**src/assert_macros.svh**
```systemverilog
`ifndef ASSERT_MACROS_SVH
`define ASSERT_MACROS_SVH

// Checks a property on every rising edge of clk while rst_n is high.
`define ASSERT_CLK(label, prop, msg) \
    label: assert property (@(posedge clk) disable iff (!rst_n) (prop)) else $error(msg);

// Checks that an expression never holds while out of reset.
`define ASSERT_NEVER(label, expr, msg) \
    label: assert property (@(posedge clk) disable iff (!rst_n) !(expr)) else $error(msg);

`endif

```
**src/rdc_pkg.sv**
```systemverilog
`timescale 1ns / 1ps

package rdc_pkg;

    localparam int VALUE_BITS  = 31;
    localparam int DIGIT_W     = 4;
    localparam int RADIX_W     = 4;
    localparam int STORE_DEPTH = VALUE_BITS + 1;
    localparam int ADDR_W      = $clog2(STORE_DEPTH);
    localparam int COUNT_W     = $clog2(STORE_DEPTH + 1);
    localparam int SHIFT_W     = $clog2(VALUE_BITS + 1);

    localparam logic [RADIX_W-1:0] RADIX_RESET = RADIX_W'(10);
    localparam logic [RADIX_W-1:0] RADIX_MIN   = RADIX_W'(2);
    localparam logic [RADIX_W-1:0] RADIX_MAX   = RADIX_W'(10);

    typedef enum logic [1:0] {
        ST_IDLE,
        ST_DIVIDE,
        ST_RD_ADDR,
        ST_RD_DATA
    } state_t;

    // Status from the divider to the sequencer.
    typedef struct packed {
        logic done;
        logic nonzero;
    } div_status_t;

    function automatic logic [RADIX_W-1:0] eff_radix(input logic [RADIX_W-1:0] r);
        logic [RADIX_W-1:0] res;
        res = r;
        if (r < RADIX_MIN)
        begin
            res = RADIX_MIN;
        end
        else if (r > RADIX_MAX)
        begin
            res = RADIX_MAX;
        end
        return res;
    endfunction

endpackage

```
**src/rdc_ram.sv**
```systemverilog
`timescale 1ns / 1ps

module rdc_ram #(
    parameter int WIDTH = 4,
    parameter int DEPTH = 32
) (
    input  logic                     clk,
    input  logic                     wr_en,
    input  logic [$clog2(DEPTH)-1:0] wr_addr,
    input  logic [WIDTH-1:0]         wr_data,
    input  logic                     rd_en,
    input  logic [$clog2(DEPTH)-1:0] rd_addr,
    output logic [WIDTH-1:0]         rd_data
);

    logic [WIDTH-1:0] mem [DEPTH];
    logic [WIDTH-1:0] rd_data_reg;

    always_ff @(posedge clk)
    begin
        if (wr_en)
        begin
            mem[wr_addr] <= wr_data;
        end
        if (rd_en)
        begin
            rd_data_reg <= mem[rd_addr];
        end
    end

    assign rd_data = rd_data_reg;

endmodule

```
**src/rdc_div.sv**
```systemverilog
`timescale 1ns / 1ps
`include "assert_macros.svh"

module rdc_div (
    input  logic                              clk,
    input  logic                              rst_n,
    input  logic                              start,
    input  logic [rdc_pkg::VALUE_BITS-1:0]    dividend,
    input  logic [rdc_pkg::RADIX_W-1:0]       radix,
    output logic [rdc_pkg::VALUE_BITS-1:0]    quotient,
    output logic [rdc_pkg::DIGIT_W-1:0]       remainder,
    output rdc_pkg::div_status_t              status
);

    // Long division, one dividend bit per cycle, most significant first.
    // The dividend shifts out of the top of quot_reg while quotient bits
    // shift in at the bottom.
    logic [rdc_pkg::VALUE_BITS-1:0] quot_reg, quot_next;
    logic [rdc_pkg::DIGIT_W-1:0]    rem_reg, rem_next;
    logic [rdc_pkg::SHIFT_W-1:0]    cnt_reg, cnt_next;
    logic                           done_reg, done_next;
    logic                           nz_reg, nz_next;
    logic [rdc_pkg::DIGIT_W:0]      trial;
    logic                           qbit;

    always_comb
    begin
        trial     = {rem_reg, quot_reg[rdc_pkg::VALUE_BITS-1]};
        qbit      = (trial >= {1'b0, radix});
        quot_next = quot_reg;
        rem_next  = rem_reg;
        cnt_next  = cnt_reg;
        nz_next   = nz_reg;
        done_next = 1'b0;
        if (start)
        begin
            quot_next = dividend;
            rem_next  = '0;
            cnt_next  = rdc_pkg::SHIFT_W'(rdc_pkg::VALUE_BITS);
            nz_next   = 1'b0;
        end
        else if (cnt_reg != '0)
        begin
            quot_next = {quot_reg[rdc_pkg::VALUE_BITS-2:0], qbit};
            if (qbit)
            begin
                rem_next = rdc_pkg::DIGIT_W'(trial - {1'b0, radix});
            end
            else
            begin
                rem_next = trial[rdc_pkg::DIGIT_W-1:0];
            end
            nz_next   = nz_reg | qbit;
            cnt_next  = cnt_reg - rdc_pkg::SHIFT_W'(1);
            done_next = (cnt_reg == rdc_pkg::SHIFT_W'(1));
        end
    end

    always_ff @(posedge clk or negedge rst_n)
    begin
        if (!rst_n)
        begin
            cnt_reg  <= '0;
            done_reg <= 1'b0;
            nz_reg   <= 1'b0;
        end
        else
        begin
            cnt_reg  <= cnt_next;
            done_reg <= done_next;
            nz_reg   <= nz_next;
        end
    end

    always_ff @(posedge clk)
    begin
        quot_reg <= quot_next;
        rem_reg  <= rem_next;
    end

    assign quotient       = quot_reg;
    assign remainder      = rem_reg;
    assign status.done    = done_reg;
    assign status.nonzero = nz_reg;

    `ASSERT_CLK(a_rem_below_radix, done_reg |-> (rem_reg < radix), "remainder not below radix")
    `ASSERT_NEVER(a_start_while_busy, start && (cnt_reg != '0), "division restarted while busy")

endmodule

```
**src/radix_digit_converter_top.sv**
```systemverilog
`timescale 1ns / 1ps
`include "assert_macros.svh"

// Converts each accepted value into its digits in the configured radix (2..10; lower
// register values act as 2, higher ones as 10) and sends them most significant first,
// with last set on the final digit; zero gives one digit 0. Digits are found by a
// bit-serial divider, least significant first into a small digit RAM, then read back
// in reverse, each digit through an address state and a data state. A new value is
// taken only when the previous run has been read out; the last digit may still sit
// in the output register. Write radix only while no request is in progress.
module radix_digit_converter_top (
    input  logic                              clk,
    input  logic                              rst_n,
    input  logic                              cfg_valid,
    output logic                              cfg_ready,
    input  logic [rdc_pkg::RADIX_W-1:0]       radix,
    input  logic                              in_valid,
    output logic                              in_ready,
    input  logic [rdc_pkg::VALUE_BITS-1:0]    value,
    output logic                              out_valid,
    input  logic                              out_ready,
    output logic [rdc_pkg::DIGIT_W-1:0]       digit,
    output logic                              last
);

    rdc_pkg::state_t                state_reg, state_next;
    logic [rdc_pkg::RADIX_W-1:0]    radix_reg;
    logic [rdc_pkg::RADIX_W-1:0]    radix_eff;
    logic [rdc_pkg::COUNT_W-1:0]    n_reg, n_next;
    logic [rdc_pkg::ADDR_W-1:0]     rd_idx_reg, rd_idx_next;
    logic                           out_valid_reg;
    logic [rdc_pkg::DIGIT_W-1:0]    digit_reg;
    logic                           last_reg;

    logic                           div_start;
    logic [rdc_pkg::VALUE_BITS-1:0] div_dividend;
    logic [rdc_pkg::VALUE_BITS-1:0] div_quot;
    logic [rdc_pkg::DIGIT_W-1:0]    div_rem;
    rdc_pkg::div_status_t           div_status;

    logic                           ram_we;
    logic                           ram_re;
    logic [rdc_pkg::DIGIT_W-1:0]    ram_rd_data;
    logic                           out_load;

    assign cfg_ready = 1'b1;
    assign radix_eff = rdc_pkg::eff_radix(radix_reg);

    always_ff @(posedge clk or negedge rst_n)
    begin
        if (!rst_n)
        begin
            radix_reg <= rdc_pkg::RADIX_RESET;
        end
        else if (cfg_valid)
        begin
            radix_reg <= radix;
        end
    end

    // The first division starts from the input value, later ones from the quotient.
    assign div_dividend = (state_reg == rdc_pkg::ST_IDLE) ? value : div_quot;

    rdc_div u_div (
        .clk       (clk),
        .rst_n     (rst_n),
        .start     (div_start),
        .dividend  (div_dividend),
        .radix     (radix_eff),
        .quotient  (div_quot),
        .remainder (div_rem),
        .status    (div_status)
    );

    rdc_ram #(
        .WIDTH (rdc_pkg::DIGIT_W),
        .DEPTH (rdc_pkg::STORE_DEPTH)
    ) u_store (
        .clk     (clk),
        .wr_en   (ram_we),
        .wr_addr (n_reg[rdc_pkg::ADDR_W-1:0]),
        .wr_data (div_rem),
        .rd_en   (ram_re),
        .rd_addr (rd_idx_reg),
        .rd_data (ram_rd_data)
    );

    always_comb
    begin
        state_next  = state_reg;
        n_next      = n_reg;
        rd_idx_next = rd_idx_reg;
        in_ready    = 1'b0;
        div_start   = 1'b0;
        ram_we      = 1'b0;
        ram_re      = 1'b0;
        out_load    = 1'b0;
        case (state_reg)
            rdc_pkg::ST_IDLE:
            begin
                in_ready = 1'b1;
                if (in_valid)
                begin
                    div_start  = 1'b1;
                    n_next     = '0;
                    state_next = rdc_pkg::ST_DIVIDE;
                end
            end
            rdc_pkg::ST_DIVIDE:
            begin
                if (div_status.done)
                begin
                    ram_we = 1'b1;
                    n_next = n_reg + rdc_pkg::COUNT_W'(1);
                    if (!div_status.nonzero ||
                        n_reg == rdc_pkg::COUNT_W'(rdc_pkg::STORE_DEPTH - 1))
                    begin
                        rd_idx_next = n_reg[rdc_pkg::ADDR_W-1:0];
                        state_next  = rdc_pkg::ST_RD_ADDR;
                    end
                    else
                    begin
                        div_start = 1'b1;
                    end
                end
            end
            rdc_pkg::ST_RD_ADDR:
            begin
                ram_re     = 1'b1;
                state_next = rdc_pkg::ST_RD_DATA;
            end
            rdc_pkg::ST_RD_DATA:
            begin
                if (!out_valid_reg || out_ready)
                begin
                    out_load = 1'b1;
                    if (rd_idx_reg == '0)
                    begin
                        state_next = rdc_pkg::ST_IDLE;
                    end
                    else
                    begin
                        rd_idx_next = rd_idx_reg - rdc_pkg::ADDR_W'(1);
                        state_next  = rdc_pkg::ST_RD_ADDR;
                    end
                end
            end
            default:
            begin
                state_next = rdc_pkg::ST_IDLE;
            end
        endcase
    end

    always_ff @(posedge clk or negedge rst_n)
    begin
        if (!rst_n)
        begin
            state_reg     <= rdc_pkg::ST_IDLE;
            n_reg         <= '0;
            rd_idx_reg    <= '0;
            out_valid_reg <= 1'b0;
        end
        else
        begin
            state_reg  <= state_next;
            n_reg      <= n_next;
            rd_idx_reg <= rd_idx_next;
            if (out_load)
            begin
                out_valid_reg <= 1'b1;
            end
            else if (out_ready)
            begin
                out_valid_reg <= 1'b0;
            end
        end
    end

    always_ff @(posedge clk)
    begin
        if (out_load)
        begin
            digit_reg <= ram_rd_data;
            last_reg  <= (rd_idx_reg == '0);
        end
    end

    assign out_valid = out_valid_reg;
    assign digit     = digit_reg;
    assign last      = last_reg;

    `ASSERT_CLK(a_count_in_range, n_reg <= rdc_pkg::COUNT_W'(rdc_pkg::STORE_DEPTH), "digit count overflow")
    `ASSERT_CLK(a_last_to_idle, (out_load && rd_idx_reg == '0) |=> (state_reg == rdc_pkg::ST_IDLE), "run did not end after last digit")
    `ASSERT_CLK(a_digit_in_radix, out_valid_reg |-> (digit_reg < radix_eff), "digit not below radix")

endmodule
```
**config.mk**
```make
export PLATFORM = sky130hd
export DESIGN_NAME = radix_digit_converter_top
export DESIGN_NICKNAME = d
export VERILOG_FILES = /design/src/rdc_pkg.sv /design/src/rdc_ram.sv /design/src/rdc_div.sv /design/src/radix_digit_converter_top.sv
export VERILOG_INCLUDE_DIRS = /design/src /design/src/src
export SDC_FILE = /design/constraint.sdc
export NUM_CORES = 1
export LEC_CHECK = 0
export ABC_AREA = 1
export BUFFER_PORTS_ARGS = -buffer_cell sky130_fd_sc_hd__buf_2
export CAP_MARGIN = 20
export CELL_PAD_IN_SITES_DETAIL_PLACEMENT = 0
export CELL_PAD_IN_SITES_GLOBAL_PLACEMENT = 1
export CORE_UTILIZATION = 43
export DETAILED_ROUTE_END_ITERATION = 16
export GPL_TIMING_DRIVEN = 0
export PLACE_DENSITY_LB_ADDON = 0.25
export SLEW_MARGIN = 5
export SYNTH_ARGS = -nofsm -noshare
export SYNTH_HDL_FRONTEND = slang
export SYNTH_SLANG_ARGS = --single-unit
export TNS_END_PERCENT = 20
```
**constraint.sdc**
```tcl
create_clock -name clk -period 2.3 [get_ports clk]
set_clock_uncertainty 0.1 [all_clocks]
set_input_delay 0.575 -clock clk [delete_from_list [all_inputs] [get_ports clk]]
set_output_delay 0.575 -clock clk [all_outputs]
set_load 0.01 [all_outputs]
```
==> flow_summary.json <==
{
  "synth_common_cells": "367 x sky130_fd_sc_hd__nand2_1, 168 x sky130_fd_sc_hd__edfxtp_1, 110 x sky130_fd_sc_hd__inv_1",
  "power_density_nw_per_um2": 808,
  "finish.instance_area_um2": 10200,
  "standard_cell_core_area_um2": 20400,
  "synth_top_cells_by_area": "sky130_fd_sc_hd__edfxtp_1 56%, sky130_fd_sc_hd__nand2_1 15%, sky130_fd_sc_hd__dfrtp_1 6.4%",
  "grt_start_max_net_pins": 37,
  "highest_clock_rate_mhz": 441,
  "worstSetupStartpointType": "register",
  "timing.reg2reg.setup_slack_ns": 0.03,
  "clock_net_sink_count": 197,
  "yosys.area.top_type": "sky130_fd_sc_hd__edfxtp_1",
  "via_count_of_the_first_global_routing_pass": 6171,
  "ant_nets": 0,
  "post_route_cells_drive_above_1_share": 0.134,
  "worst-endpoint-arrival_ns": 2.25,
  "cts.clk_slew.worst_paths_ns": 0.07,
  "route.vias.total": 6270,
  "multi_input_area_um2": 2670,
  "crit_end_category": "register",
  "number_of_placement_rows": 52,
  "grt.total_usage": 0.209,
  "cts_buffers": 17,
  "tns_ns": 0,
  "timing.max_cap.violations": 0,
  "detailedPlacementHpwl_um": 14100,
  "cts_tree": "done",
  "route.detailed.drc": 0,
  "fp.dieH_um": 147,
  "synth_fp_nets": 1002,
  "detail_route.wl_per_cell_um": 16.1,
  "largest_register_ff_count": 128,
  "tcrit_tclk_final": 0.985,
  "max_h_tree_level": 4,
  "sequential_cell_area_um2": 5760,
  "place_congestion": 0.844,
  "initial_core_util": 0.442,
  "yosysWarningCount": 0,
  "synth_enable_flop_cells": 168,
  "synthArstFlopShare": 0.127,
  "yosys.cell_count.top_type": "sky130_fd_sc_hd__nand2_1",
  "critical_path_class": "reg -> reg",
  "worst_slack_ns": 0.0346,
  "clkLatencyLatePin_ns": 0.43,
  "avgViaCountPerCell": 4.82,
  "post-synth-top-area-fraction": 0.560,
  "syn_area_per_cell_um2": 9.50,
  "power.leakage_uw": 0.00456,
  "critical_path_peak_fanout": 8,
  "req_time_crit_path_ns": 2.28,
  "syn-cell-area_um2": 9010,
  "first_pass_iters": 5,
  "fp.dieW_um": 147,
  "r2r-start": "state_reg[0]",
  "tightestPinTransition_ns": 0.917,
  "grt_pass1_wl_um": 33300,
  "antenna_found_initial": 0,
  "layout.nets": 1073,
  "ctsLongestPathBuffers": 2,
  "crit_path_cell_trace": "nand2_1, nor2_1, nand2_1, nor2_1",
  "crit_path_top_delay_cell": "sky130_fd_sc_hd__dfrtp_1",
  "final_hold_vios": 0,
  "worst_setup_slack_after_placement_ns": -0.208,
  "gr_overflow_total": 0,
  "synth.ff_latch_count": 197,
  "slew_violations": 0,
  "area.growth.synth_to_final_pct": 13.7,
  "worstSetupStartpoint": "state_reg[0]",
  "synth.yosys.seq_area_share": 0.639,
  "worstReg2RegEnd": "u_store.mem[13][3]",
  "clock_tree.root_cell": "sky130_fd_sc_hd__clkbuf_16",
  "endpoint": "u_store.mem[13][3]",
  "peakVddDrop_mv": 0.429,
  "hold_path.class": "in -> async",
  "worst_r2r_path_depth": 4,
  "cts_hold_buf": 0,
  "post_dp_cell_area_um2": 9620,
  "routed_wirelength_um": 20900,
  "dieArea_um2": 21500,
  "post-route-util": 0.503,
  "number_of_diodes_added_for_antenna_fixing": 0,
  "syn_inst": 948,
  "synth.distinct_cells": 34,
  "min_period_ns": 2.27,
  "slew-limit-headroom": 0.388,
  "pin_count": 48,
  "critical-path-max-stage-delay_ns": 0.52,
  "rsz_0062_raised_after_global_routing": "yes",
  "outcome": "finished, final reports clean",
  "setup_viol": 0,
  "io_buffers": 46,
  "final.hold.worst_slack_ns": 0.0419,
  "postSynth.topFlopCell": "sky130_fd_sc_hd__edfxtp_1",
  "num-fill-cells": 1946,
  "drt_iter0_markers": 501
}
-- critical path, delay by kind of cell (launching register included) --
kind             cells  cell delay [ns]
AND/OR/NAND/NOR      4             1.29
flip-flops           1             0.52
-- report_power, final --
part / internal [µW] / switching, µW
registers: 4440 / 436
clock network: 1430 / 1380
logic: 237 / 348
total: 6110 / 2160
-- worst min path at each step --
stage / from / depth (start not counted) / end
after floorplan: rst_n / 0 / n_reg[0]
after global placement: u_store.rd_data[0] / 0 / digit[0]
after detailed placement: u_store.rd_data[1] / 0 / digit[1]
after CTS: rst_n / 1 / state_reg[0]
after global routing: rst_n / 1 / state_reg[0]
final: rst_n / 1 / state_reg[0]
-- layout make-up --
class / instances / area share
Timing Repair Buffer: 53 / 0.0303
Buffer: 33 / 0.0183
Multi-Input combinational cell: 603 / 0.260
Sequential cell: 197 / 0.563
Inverter: 114 / 0.0418
Clock buffer: 18 / 0.0423
Clock inverter: 14 / 0.0112
Tap cell: 270 / 0.0330
-- layer usage --
| layer | global-route usage | routed length [µm] | up-vias |
|---|---|---|---|
| li1 | - | - | 3190 |
| met1 | 0.278 | 9470 | 2899 |
| met2 | 0.343 | 10100 | 152 |
| met3 | 0.0379 | 938 | 29 |
| met4 | 0.0760 | 451 | 0 |
| met5 | 0 | 0 | - |
-- stage by stage --
stage               power [µW]  instances
finish                    8270       1302
CTS                       8310       1297
floorplan                 5090        948
detailed placement        5510       1266
global placement          5470       1264
global route              8640       1302
-- cells by family after synthesis --
logic type	Yosys count	share of synthesized area
multiplexers	1	0.00125
other	1	0.000416
adder cells (fa/ha/maj)	14	0.0203
AND/OR/NAND/NOR	549	0.248
flip-flops	197	0.639
buffers and inverters	148	0.0682
AO/OA/AOI/OAI	34	0.0196
XOR/XNOR	4	0.00389
-- what timing repair did --
item	CTS	global route
resized for setup	4	11
endpoints found under the setup margin	36	79
setup buffers	0	5
-- cell usage in the layout (no fill, tap or decap), types with 5 or more instances in the layout --
| cell | netlist | routed |
|---|---|---|
| sky130_fd_sc_hd__buf_2 | 20 | 64 |
| sky130_fd_sc_hd__o21ai_0 | 25 | 24 |
| sky130_fd_sc_hd__clkbuf_16 | 0 | 17 |
| sky130_fd_sc_hd__nand2_1 | 367 | 365 |
| sky130_fd_sc_hd__nor3_1 | 5 | 5 |
| sky130_fd_sc_hd__edfxtp_1 | 168 | 168 |
| sky130_fd_sc_hd__nor2_2 | 2 | 5 |
| sky130_fd_sc_hd__nor2_1 | 69 | 66 |
| sky130_fd_sc_hd__inv_1 | 110 | 108 |
| sky130_fd_sc_hd__nand3_1 | 96 | 95 |
| sky130_fd_sc_hd__clkbuf_1 | 6 | 6 |
| sky130_fd_sc_hd__a21oi_1 | 6 | 5 |
| sky130_fd_sc_hd__dfrtp_1 | 23 | 23 |
| sky130_fd_sc_hd__ha_1 | 13 | 13 |
| sky130_fd_sc_hd__inv_2 | 3 | 5 |
| sky130_fd_sc_hd__buf_4 | 1 | 7 |
Power figures use the tool's default switching activity.
